**config.mk**
```make
export PLATFORM = sky130hd
export DESIGN_NAME = argmax_pool_window4_clamped_core_flat
export DESIGN_NICKNAME = d
export VERILOG_FILES = /design/src/apw4_pkg.sv /design/src/apw4_stream_if.sv /design/src/argmax_pool_window4_clamped_core.sv /design/src/flat_wrapper.sv
export SDC_FILE = /design/constraint.sdc
export NUM_CORES = 1
export LEC_CHECK = 0
export ABC_CLOCK_PERIOD_IN_PS = 6900
export BUFFER_PORTS_ARGS = -buffer_cell sky130_fd_sc_hd__buf_2
export CAP_MARGIN = 20
export CORE_UTILIZATION = 45
export DETAILED_ROUTE_END_ITERATION = 16
export RECOVER_POWER = 25
export SKIP_LAST_GASP = 1
export SYNTH_ARGS = -nofsm -noshare
export SYNTH_HDL_FRONTEND = slang
export SYNTH_SLANG_ARGS = --single-unit
```
**constraint.sdc**
```tcl
create_clock -name clk_i -period 6.9 [get_ports clk_i]
set_input_delay 1.035 -clock clk_i [delete_from_list [all_inputs] [get_ports clk_i]]
set_output_delay 1.035 -clock clk_i [all_outputs]
set_load 0.01 [all_outputs]
```
**src/apw4_pkg.sv**
```systemverilog
package apw4_pkg;

  localparam int unsigned FpW = 32;
  localparam int unsigned IdxW = 2;
  localparam int unsigned WsW = 3;
  localparam int unsigned CfgAddrW = 2;

  typedef enum logic [CfgAddrW-1:0] {
    CFG_WINDOW_SIZE = 2'd0,
    CFG_CLAMP_MAX   = 2'd1,
    CFG_CLAMP_MIN   = 2'd2
  } cfg_reg_e;

  localparam logic [WsW-1:0] WindowSizeRst = 3'd4;
  localparam logic [FpW-1:0] ClampMaxRst = 32'h7F80_0000;
  localparam logic [FpW-1:0] ClampMinRst = 32'hFF80_0000;

  typedef struct packed {
    logic [FpW-1:0] window_value_0;
    logic [FpW-1:0] window_value_1;
    logic [FpW-1:0] window_value_2;
    logic [FpW-1:0] window_value_3;
    logic           last_channel;
    logic           last_pixel;
  } in_word_t;

  typedef struct packed {
    logic [FpW-1:0]  max_value;
    logic [IdxW-1:0] winner_index;
    logic            last_channel_out;
    logic            last_pixel_out;
  } out_word_t;

  // Return a > b as IEEE singles; false when either is NaN.
  function automatic logic fp_gt(input logic [FpW-1:0] a, input logic [FpW-1:0] b);
    logic a_nan;
    logic b_nan;
    logic a_zero;
    logic b_zero;
    logic res;
    a_nan  = (a[30:23] == 8'hFF) && (a[22:0] != 23'd0);
    b_nan  = (b[30:23] == 8'hFF) && (b[22:0] != 23'd0);
    a_zero = (a[30:0] == 31'd0);
    b_zero = (b[30:0] == 31'd0);
    if (a_nan || b_nan || (a_zero && b_zero)) begin
      res = 1'b0;
    end else if (a[31] != b[31]) begin
      res = b[31];
    end else if (!a[31]) begin
      res = a[30:0] > b[30:0];
    end else begin
      res = a[30:0] < b[30:0];
    end
    return res;
  endfunction

endpackage

```
**src/apw4_stream_if.sv**
```systemverilog
interface apw4_stream_if #(
  parameter type word_t = logic
);
  logic  valid;
  logic  ready;
  word_t data;

  modport source (output valid, output data, input ready);
  modport sink (input valid, input data, output ready);
endinterface

```
**src/argmax_pool_window4_clamped_core.sv**
```systemverilog
// Pipeline: a capture register, then one register per compare of values 1 to 3;
//   the clamp is combinational on the last register.
// Throughput: one word per cycle; the pipeline advances whenever the output
//   register is empty or being taken, so a full stall holds every stage.
// Reset: rst_ni clears all valid bits and loads window_size = 4,
//   clamp_max = +inf and clamp_min = -inf.
module argmax_pool_window4_clamped_core #(
  parameter int unsigned WINDOW_MAX = 4
) (
  input  logic                          clk_i,
  input  logic                          rst_ni,
  input  logic                          cfg_we_i,
  input  logic [apw4_pkg::CfgAddrW-1:0] cfg_idx_i,
  input  logic [apw4_pkg::FpW-1:0]      cfg_wdata_i,
  apw4_stream_if.sink                   in_if,
  apw4_stream_if.source                 out_if
);

  localparam int unsigned NStg = 4;

  logic [apw4_pkg::WsW-1:0] window_size_q;
  logic [apw4_pkg::FpW-1:0] clamp_max_q;
  logic [apw4_pkg::FpW-1:0] clamp_min_q;
  logic [apw4_pkg::WsW-1:0] count;

  // Write configuration registers
  always_ff @(posedge clk_i or negedge rst_ni) begin
    if (!rst_ni) begin
      window_size_q <= apw4_pkg::WindowSizeRst;
      clamp_max_q   <= apw4_pkg::ClampMaxRst;
      clamp_min_q   <= apw4_pkg::ClampMinRst;
    end else if (cfg_we_i) begin
      unique case (cfg_idx_i)
        apw4_pkg::CFG_WINDOW_SIZE: window_size_q <= cfg_wdata_i[apw4_pkg::WsW-1:0];
        apw4_pkg::CFG_CLAMP_MAX:   clamp_max_q   <= cfg_wdata_i;
        apw4_pkg::CFG_CLAMP_MIN:   clamp_min_q   <= cfg_wdata_i;
        default: ;
      endcase
    end
  end

  // Saturate the window size to 1..WINDOW_MAX
  always_comb begin
    if (window_size_q == '0) begin
      count = apw4_pkg::WsW'(1);
    end else if (window_size_q > apw4_pkg::WsW'(WINDOW_MAX)) begin
      count = apw4_pkg::WsW'(WINDOW_MAX);
    end else begin
      count = window_size_q;
    end
  end

  // Stage registers: stage s compares window value s against the best
  logic [NStg-1:0]                valid_q;
  logic [apw4_pkg::FpW-1:0]       best_q [NStg];
  logic [apw4_pkg::IdxW-1:0]      idx_q  [NStg];
  logic [2:0][apw4_pkg::FpW-1:0]  vals_q [NStg-1];
  logic [1:0]                     flags_q [NStg];
  logic [NStg-1:0]                adv;
  logic [apw4_pkg::FpW-1:0]       min_v;
  logic [apw4_pkg::FpW-1:0]       clamped;

  // Advance a stage when the one after it moves or it is empty
  always_comb begin
    adv[NStg-1] = !valid_q[NStg-1] || out_if.ready;
    for (int s = NStg - 2; s >= 0; s--) begin
      adv[s] = !valid_q[s] || adv[s+1];
    end
  end

  assign in_if.ready = adv[0];

  always_ff @(posedge clk_i or negedge rst_ni) begin
    if (!rst_ni) begin
      valid_q <= '0;
    end else begin
      if (adv[0]) valid_q[0] <= in_if.valid;
      for (int s = 1; s < NStg; s++) begin
        if (adv[s]) valid_q[s] <= valid_q[s-1];
      end
    end
  end

  // Stage 0 captures the word with value 0 as the starting best;
  // stages 1 to 3 each compare one more window value
  always_ff @(posedge clk_i) begin
    if (adv[0]) begin
      best_q[0]  <= in_if.data.window_value_0;
      idx_q[0]   <= '0;
      vals_q[0]  <= {in_if.data.window_value_3, in_if.data.window_value_2,
                     in_if.data.window_value_1};
      flags_q[0] <= {in_if.data.last_channel, in_if.data.last_pixel};
    end
    for (int s = 1; s < NStg; s++) begin
      if (adv[s]) begin
        flags_q[s] <= flags_q[s-1];
        if ((apw4_pkg::WsW'(s) < count) &&
            apw4_pkg::fp_gt(vals_q[s-1][s-1], best_q[s-1])) begin
          best_q[s] <= vals_q[s-1][s-1];
          idx_q[s]  <= apw4_pkg::IdxW'(s);
        end else begin
          best_q[s] <= best_q[s-1];
          idx_q[s]  <= idx_q[s-1];
        end
      end
    end
    for (int s = 1; s < NStg - 1; s++) begin
      if (adv[s]) vals_q[s] <= vals_q[s-1];
    end
  end

  // Clamp: MINPS against clamp_max, then MAXPS against clamp_min
  assign min_v   = apw4_pkg::fp_gt(clamp_max_q, best_q[3]) ? best_q[3] : clamp_max_q;
  assign clamped = apw4_pkg::fp_gt(min_v, clamp_min_q) ? min_v : clamp_min_q;

  assign out_if.valid                 = valid_q[NStg-1];
  assign out_if.data.max_value        = clamped;
  assign out_if.data.winner_index     = idx_q[NStg-1];
  assign out_if.data.last_channel_out = flags_q[NStg-1][1];
  assign out_if.data.last_pixel_out   = flags_q[NStg-1][0];

`ifndef SYNTHESIS
  a_out_hold: assert property (@(posedge clk_i) disable iff (!rst_ni)
    out_if.valid && !out_if.ready |=> out_if.valid && $stable(idx_q[NStg-1]))
    else $error("result dropped under stall");
  a_in_flow: assert property (@(posedge clk_i) disable iff (!rst_ni)
    in_if.valid && in_if.ready |=> valid_q[0])
    else $error("accepted word not captured");
  a_ready: assert property (@(posedge clk_i) disable iff (!rst_ni)
    out_if.ready |-> in_if.ready)
    else $error("pipeline stalled with free output");
`endif

endmodule

```
**src/flat_wrapper.sv**
```systemverilog
// flat-port wrapper written by rule: the top's interface ports become plain ports
module argmax_pool_window4_clamped_core_flat import apw4_pkg::*;
#(
  parameter int unsigned WINDOW_MAX = 4
)
  (clk_i, rst_ni, cfg_we_i, cfg_idx_i, cfg_wdata_i, in_if_valid, in_if_data, in_if_ready, out_if_valid, out_if_data, out_if_ready);
  apw4_stream_if #(.word_t(in_word_t)) in_if_i ();
  apw4_stream_if #(.word_t(out_word_t)) out_if_i ();
  input  logic clk_i;
  input  logic rst_ni;
  input  logic cfg_we_i;
  input  logic [apw4_pkg::CfgAddrW-1:0] cfg_idx_i;
  input  logic [apw4_pkg::FpW-1:0] cfg_wdata_i;
  input wire logic [$bits(in_if_i.valid)-1:0] in_if_valid;
  input wire logic [$bits(in_if_i.data)-1:0] in_if_data;
  output wire logic [$bits(in_if_i.ready)-1:0] in_if_ready;
  output wire logic [$bits(out_if_i.valid)-1:0] out_if_valid;
  output wire logic [$bits(out_if_i.data)-1:0] out_if_data;
  input wire logic [$bits(out_if_i.ready)-1:0] out_if_ready;
  assign in_if_i.valid = in_if_valid;
  assign in_if_i.data = in_if_data;
  assign in_if_ready = in_if_i.ready;
  assign out_if_valid = out_if_i.valid;
  assign out_if_data = out_if_i.data;
  assign out_if_i.ready = out_if_ready;
  argmax_pool_window4_clamped_core #(.WINDOW_MAX(WINDOW_MAX)) u_core (.clk_i(clk_i), .rst_ni(rst_ni), .cfg_we_i(cfg_we_i), .cfg_idx_i(cfg_idx_i), .cfg_wdata_i(cfg_wdata_i), .in_if(in_if_i), .out_if(out_if_i));
endmodule
```
* After elaboration in Yosys (flattened, before gate mapping)
Memories as Yosys holds them, arrays and structs flattened.
Cells that the tools add are included.
** Word-level totals
- Bits in registers :: 71
- Bits in writable memories :: 432
- Input bits :: 169
- Output and inout bits :: 38
- Word-level logic and storage cells :: 163
- Memories kept :: 4
** Operators by class
- Magnitude comparators :: 14
- Equal/unequal tests :: 17
- Muxes and demuxes :: 54
- Bitwise operators :: 6
- Reduce and logical (&&, ||, !) cells :: 61
** Memories
- u_core.vals_q :: words 3, width 96, read ports 3, clocked after Yosys merged registers in 0, wr ports 3, line argmax_pool_window4_clamped_core.sv:57 : logic [2:0][apw4_pkg::FpW-1:0] vals_q [NStg-1];
- u_core.best_q :: words 4, width 32, read ports 4, clocked after Yosys merged registers in 0, wr ports 4, line argmax_pool_window4_clamped_core.sv:55 : logic [apw4_pkg::FpW-1:0] best_q [NStg];
- u_core.flags_q :: words 4, width 2, read ports 4, clocked after Yosys merged registers in 0, wr ports 4, line argmax_pool_window4_clamped_core.sv:58 : logic [1:0] flags_q [NStg];
- u_core.idx_q :: words 4, width 2, read ports 4, clocked after Yosys merged registers in 0, wr ports 4, line argmax_pool_window4_clamped_core.sv:56 : logic [apw4_pkg::IdxW-1:0] idx_q [NStg];
** Operator list (count)
- zero test 31 bit :: 10
- nonzero test 23 bit :: 10
- two-way mux 32 bit :: 5
- greater-than comparator 31 bit :: 5
- less-than comparator 31 bit :: 5
- == test 8 bit, second input constant :: 10
- two-way mux 1 bit :: 44
- logical AND 1 bit :: 18
- logical OR 1 bit :: 14
- less-than comparator 2 x 3 -> 1 bit, first input constant :: 2
- two-way mux 2 bit :: 3
- two-way mux 3 bit :: 2
- bitwise OR 1 bit :: 6
- AND reduction 2 bit :: 3
- inequality test 1 bit :: 5
- zero test 1 bit :: 4
- greater-than comparator 3 bit, second input constant :: 1
- zero test 3 bit :: 1
- less-than comparator 1 x 3 -> 1 bit, first input constant :: 1
- == test 2 x 1 -> 1 bit, second input constant :: 1
- == test 2 bit, second input constant :: 1
- zero test 2 bit :: 1

* Longest topological paths before layout
Gate-level depths: netlist (run 1).
- Word-level depth :: 12
- Depth in mapped cells :: 21
- Depth with buffers taken out :: 19

* Worst setup path before layout (run 1)
Ideal clock, no wire load.
- Kind :: register to output
- Start point :: register u_core.clamp_max_q[29] (netlist name)
- End point :: output port out_if_data[26]
- Data arrival time :: 4.922 ns
- Required time :: 5.865 ns
- Setup slack :: 0.943 ns
- Cell stages (with the launch flop) :: 21
- Buffers on the path :: 2
- Path through :: dfstp_2 > ha_1 > a21oi_1 > nand2_1 > a221oi_1 > o21ai_0 > a21o_1 > a211oi_4 > clkbuf_1 > mux2_2 > ha_1 > nand4_1 > nor2_1 > nand3_1 > nor4_1 > a311oi_1 > o211ai_1 > a21oi_1 > a2111oi_4 > buf_6 > mux2_1
** Between the ends
- Cells in the longest elaborated chain, start to end :: 12
- Elaborated cells between the ends (all ways) :: 26
- Classes of those cells :: order compare (4); eq/ne (3); mux (8); reduce/logical (11)
** Ends and longest elaborated chain
- start: declaration :: line argmax_pool_window4_clamped_core.sv:22 : logic [apw4_pkg::FpW-1:0] clamp_max_q;
- start signal: assignment :: line argmax_pool_window4_clamped_core.sv:30 : clamp_max_q <= apw4_pkg::ClampMaxRst;
- start signal: assignment :: line argmax_pool_window4_clamped_core.sv:35 : apw4_pkg::CFG_CLAMP_MAX: clamp_max_q <= cfg_wdata_i;
- branches (longest 5 deep; another with greater-than comparator 31 bit)
- two-way mux 32 bit (*) :: line argmax_pool_window4_clamped_core.sv:113 : assign min_v = apw4_pkg::fp_gt(clamp_max_q, best_q[3]) ? best_q[3] : clamp_max_q;
- branches (longest 5 deep; another with greater-than comparator 31 bit)
- two-way mux 32 bit (*) :: line argmax_pool_window4_clamped_core.sv:114 : assign clamped = apw4_pkg::fp_gt(min_v, clamp_min_q) ? min_v : clamp_min_q;
- end: declaration :: line flat_wrapper.sv:18 : output wire logic [$bits(out_if_i.data)-1:0] out_if_data;
Mark *: on every way between the ends.

==> results of run 1 <==
-- layout by cell type (no fill, tap or decap), drive strengths merged, types with 4 or more instances in the layout --
cell type	count
a2111oi	5
a211oi	9
a21o	20
a21oi	47
and3	5
and4	5
buf	240
bufinv	6
clkbuf	56
clkinv	15
clkinvlp	6
dfrtp	53
dfstp	18
edfxtp	333
ha	155
inv	164
mux2	221
nand2	40
nand2b	9
nand3	11
nand4	53
nor2	27
nor2b	11
nor3	28
nor4	65
o211ai	11
o21a	4
o21ai	31
o31ai	4
or2	4
-- metrics by stage --
stage                       util  hold WS, ns  setup slack [ns]
after floorplan                -       0.4003            0.9425
after global placement    0.5024       0.4012            0.5349
after detailed placement  0.5024       0.4045            0.4144
after CTS                 0.5419       0.2918          0.002486
after global routing      0.5564       0.4204           -0.1807
final                     0.5564       0.4133          0.008190
-- flip-flops by register name (all words and copies together) (netlist names) --
signal                count
u_core.vals_q           192
u_core.best_q           128
u_core.clamp_max_q       32
u_core.clamp_min_q       32
u_core.flags_q            8
u_core.idx_q              5
u_core.valid_q            4
u_core.window_size_q      3
-- where the power goes --
| part | total, mW | internal, mW | switching, mW |
|---|---|---|---|
| clock network | 2.44 | 1.46 | 0.983 |
| logic | 2.72 | 1.44 | 1.28 |
| registers | 3.53 | 3.17 | 0.366 |
| total | 8.69 | 6.06 | 2.63 |
-- worst min path at each step --
stage,to,depth (start not counted)
after CTS,u_core.clamp_min_q[5],1
final,u_core.vals_q[0][166],0
after floorplan,u_core.flags_q[1][0],0
after detailed placement,u_core.vals_q[0][162],0
after global routing,u_core.vals_q[0][258],0
after global placement,u_core.vals_q[0][176],0
-- worst max-delay path, stage by stage (launching register included) --
cell and delay (ns):
edfxtp_1 0.45, inv_2 0.10, ha_4 0.20, a211oi_2 0.17, nor2_1 0.06, o31ai_1 0.25
o211ai_1 0.21, a21o_1 0.25, a211oi_4 0.34, buf_4 0.19, clkbuf_16 0.17, mux2_2 0.38
ha_1 0.30, nand2_1 0.09, nor2_1 0.06, nand2_1 0.13, nor4_4 0.06, a311oi_2 0.29
o211ai_1 0.19, and2_4 0.19, a2111oi_4 0.33, buf_6 0.16, buf_6 0.12, clkbuf_16 0.16
mux2_4 0.31, buf_6 0.12
-- cells by family after synthesis --
logic type	count (synthesis)
and+or+nand+nor	269
adders and majority gates	155
AOI/OAI and AO/OA	148
buffers and inverters	186
muxes	224
DFF	404
-- per-layer routing --
layer | GRT usage | up-vias
met5 | 0 | -
met4 | 0.07375 | 0
met3 | 0.03711 | 84
met2 | 0.3431 | 317
met1 | 0.2608 | 5955
li1 | - | 5825
-- what timing repair did --
item                                    in CTS  in global routing
resized for setup                           13                 85
gates cloned                                 1                  3
endpoints found under the setup margin      31                 31
hold buffers                                 0                  0
pin swaps                                    7                 23
buffers inserted                             6                 12
-- cell type report --
class / instances / area (um2) / share of cell area
Sequential cell: 404 / 11800 / 0.5011
Multi-Input combinational cell: 796 / 7311 / 0.3105
Timing Repair Buffer: 244 / 1574 / 0.06684
Clock buffer: 52 / 1171 / 0.04973
Tap cell: 577 / 721.9 / 0.03066
Inverter: 163 / 613.1 / 0.02604
Clock inverter: 28 / 357.8 / 0.01520
==> reports/summary.txt, run 1 <==
status: completed
Post-Synthesis Mean Instance Area: 14.03 um2
via count: 12.18k
Clock Latency Late Sink: 0.58 ns
post-route cell area: 23550 um2
# rows: 75
Setup Skew: 0.03154 ns
metal3 WL: 2.069 mm
Met1 Routed Length: 19.16 mm
Fmax: 145.1 MHz
setup TNS: 0 ns
CP endpoint: out_if_data[8]
H-tree Lvls: 2
hold path start: u_core.vals_q[0][70]
Die Width: 209.9 um
Avg Vias per Cell: 5.380
Total Die Area: 44060 um2
# placed instances: 2163
Antenna diodes: 0
Yosys top cell by area: edfxtp_1
HPWL after DPL: 32.61 mm
XOR/XNOR Fraction of Synth Area: 0
IO Pins: 207
DRT iter0 DRCs: 753
most common flop cell mapped by yosys: edfxtp_1
Post-Synth Simple-Gate Area: 0.07649
first-pass GRT wire length: 68.14 mm
sequential area share after synthesis: 0.6066
DR top layer: met4
Least-Margin Pin Slew: 0.8787 ns
RSZ-0062 raised after global routing: true
Worst R2R Path Depth: 12
Synth top area share: 0.5141
Synth Area in Adders: 0.09971
Async SR Flop Fraction: 0.1757
Tcrit/Tclk final: 0.9988
largest net degree at the start of global routing: 75
Max VDD drop: 192.0 uV
largest family of logic cells by synthesized area: multiplexers
mux cell area share after synthesis: 0.1295
number of nets still failing antenna checks after routing: 0
Reg clk slew, reported paths: 0.05 ns
pwr/cell area: 368.9 nW/um2
Longest Clk Path Bufs: 3
Worst slew margin: 0.4142
DR pass1 iterations: 5
Pwr Total: 8.687 mW
Synth-to-Final Area Change: 21.07%
critical path startpoint: u_core.best_q[3][4]
core area: 42320 um2
Die Height: 209.9 um
share of layout cells above drive strength 1: 0.3337
Synth Net Count: 1710
Arr. time, crit path: 5.86 ns
r2r setup slk: 3.28 ns
CP startpoint kind: flip-flop
total CTS buffers: 44
clk root buf: clkbuf_16
vias in the first global route: 12.37k
total global-route track usage: 0.2029
FF-to-FF Start: u_core.best_q[0][13]
final wirelength: 44.63 mm
Placer Congestion: 0.9152
total gr overflow: 0
Hold Path Class: flip-flop to flip-flop
Leak: 9.819 nW
Worst Path Required: 5.86 ns
IO Port Bufs: 206
Final setup viols: 0
synthesized area: 19450 um2
CTS sink cnt: 404
reg2reg end: u_core.best_q[1][17]
library cells used by synthesis: 54
kind of critical path: flip-flop to output pin
nets: 1977
DR WL/cell: 19.71 um
count of state elements after synthesis: 404
Max Cap Violations: 0
clock period minus worst slack: 6.892 ns
top cells by area, synth: edfxtp_1 51%, ha_1 10%, mux2_2 9.5%
Fill cells: 3485
met2 WL: 21.96 mm
Gate Count Post-Synth: 1386
final non-filler cell total: 2264
CTS tree: built
initial antenna violation count: 0
DRC: 0
Compound-Gate Fraction of Synth Area: 0.04986
Warnings, synthesis: 0
most instantiated cells after synthesis: 333 x edfxtp_1, 164 x mux2_2, 163 x inv_1
initial core utilization: 0.4596
most frequent cell after synthesis: edfxtp_1
number of flops mapped to enable cells by yosys: 333
placed inst area: 21260 um2
Setup crit end kind: output pin
CP Max Fanout: 12
final hold violations: 0
final-report max-slew violation count: 0
(Power assumes the default switching activity.)
==> run 2: changes to the inputs <==
==> constraint.sdc (replaced) <==
create_clock -name clk_i -period 6.9 [get_ports clk_i]
set_input_delay 1.38 -clock clk_i [delete_from_list [all_inputs] [get_ports clk_i]]
set_output_delay 1.38 -clock clk_i [all_outputs]
set_load 0.01 [all_outputs]
==> reports/summary.txt, run 2 (synthesized netlist as in run 1, its figures left out) <==
Worst R2R Path Depth: 12
final worst setup slack: -0.3238 ns
max reg flops: 192
Arr. time, crit path: 5.84 ns
Avg Vias per Cell: 5.293
clock period minus worst slack: 7.224 ns
Setup crit end kind: output pin
H-tree Lvls: 2
share of layout cells above drive strength 1: 0.3533
total gr overflow: 0
Placer Congestion: 0.9117
Setup Skew: 0.01149 ns
Synth-to-Final Area Change: 22.70%
internal power: 6.091 mW
sw frac: 0.3055
Hold Slack: 0.4148 ns
commonest non-fill, non-tap cell in the layout: edfxtp_1
Fmax: 138.4 MHz
Worst Hold Depth: 0
pwr/cell area: 367.5 nW/um2
DR pass1 iterations: 5
Antenna diodes: 0
Final setup viols: 31
most frequent cells in the layout: 333 x edfxtp_1, 180 x buf_2, 161 x inv_1
final-report max-slew violation count: 0
core area: 42320 um2
Buf/Inv on CP: 8
Total Die Area: 44060 um2
Tcrit/Tclk final: 1.047
Biggest register: u_core.vals_q
crit-path leading delay family: compound AO/OA/AOI/OAI gates
CP startpoint kind: flip-flop
power share of the clock group: 0.261
initial core utilization: 0.4596
number of nets still failing antenna checks after routing: 0
CP peak stage delay: 0.40 ns
Longest Clk Path Bufs: 3
CP Max Fanout: 7
status: complete, but fails checks
initial antenna violation count: 0
Die Height: 209.9 um
Worst Path Required: 5.52 ns
final wirelength: 44.80 mm
RSZ-0062 raised after global routing: true
DRT iter0 DRCs: 671
Leak: 9.965 nW
# rows: 75
Max VDD drop: 212.3 uV
DR WL/cell: 19.67 um
combinational share of power: 0.336
Reg clk slew, reported paths: 0.06 ns
top flop regs: u_core.vals_q: 192 flops, u_core.best_q: 128 flops
Clock Latency Late Sink: 0.56 ns
vias in the first global route: 12.42k
Flop pwr share: 0.403
IO Port Bufs: 206
Die Width: 209.9 um
Pwr Total: 8.770 mW
Worst slew margin: 0.3446
violated checks: setup timing
nets: 1993
setup TNS: -8.430 ns
kind of critical path: flip-flop to output pin
total net switching power: 2.679 mW
Critical Path Slowest Stage Cell: edfxtp_1
CTS tree: built
Least-Margin Pin Slew: 0.9831 ns
first-pass GRT wire length: 68.20 mm
total global-route track usage: 0.2045
HPWL after DPL: 32.69 mm
largest net degree at the start of global routing: 72
clk root buf: clkbuf_16
Hold Path Class: flip-flop to flip-flop
total CTS buffers: 43
Max Cap Violations: 0
DRC: 0
cts hold-fix bufs: 0
final hold violations: 0
CP Depth: 25
IO Pins: 207
Worst path most repeated cell: buf_6
via count: 12.06k
CTS sink cnt: 404
[run 2: layer usage]
layer	wire [um]	track usage	up-vias	part of all wire
li1	-	-	5846	-
met1	19100	0.2549	5792	0.43
met2	21830	0.3451	320	0.49
met3	1792	0.02918	99	0.040
met4	2082	0.1100	0	0.046
met5	0	0	-	0
[run 2: what timing repair did]
action / in CTS / in global routing
setup endpoints to repair: 31 / 31
gates cloned: 5 / 1
gates resized for setup: 119 / 37
buffers inserted: 26 / 9
pin swaps: 22 / 14
[run 2: power by group through the flow]
stage / clock network [mW] / registers [mW] / logic (mW)
floorplan: 0 / 3.42 / 1.52
global placement: 0 / 3.56 / 2.12
detailed placement: 0 / 3.57 / 2.15
CTS: 2.35 / 3.53 / 2.74
global route: 2.44 / 3.59 / 3.20
finish: 2.29 / 3.53 / 2.95
[run 2: worst paths after layout]
check	start	to	slack [ns]
min in group asynchronous	rst_ni	u_core.clamp_min_q[10]	0.96
worst max register to register	u_core.best_q[0][13]	u_core.best_q[1][12]	2.99
worst min-delay path	u_core.vals_q[0][41]	u_core.vals_q[0][137]	0.41
max in group asynchronous	rst_ni	u_core.clamp_max_q[22]	5.22
worst max-delay path	u_core.best_q[3][2]	out_if_data[19]	-0.32
worst min register to register	u_core.vals_q[0][41]	u_core.vals_q[0][137]	0.41
[run 2: final cells by class]
type | instances | area (um2)
Clock buffer | 51 | 1136
Clock inverter | 26 | 271.5
Fill cell | 3487 | 18460
Inverter | 163 | 613.1
Multi-Input combinational cell | 796 | 7570
Sequential cell | 404 | 11800
Tap cell | 577 | 721.9
Timing Repair Buffer | 261 | 1750
[run 2: per-stage QoR]
stage | setup WS [ns] | util | cell area, um2 | instances
finish | -0.3238 | 0.5639 | 23860 | 2278
floorplan | 0.5975 | - | 19450 | 1386
CTS | -0.1517 | 0.5572 | 23580 | 2269
global placement | 0.3047 | 0.5026 | 21270 | 2162
global route | -0.5550 | 0.5639 | 23860 | 2278
detailed placement | 0.1831 | 0.5026 | 21270 | 2162
[run 2: worst register-to-register path, delay by kind of cell (launching register included)]
family,cells,cell delay (ns)
compound gates,7,2.01
buf+inv,2,0.47
mux,1,0.41
flops,1,0.38
fa+ha+maj,1,0.32
simple gates,1,0.07
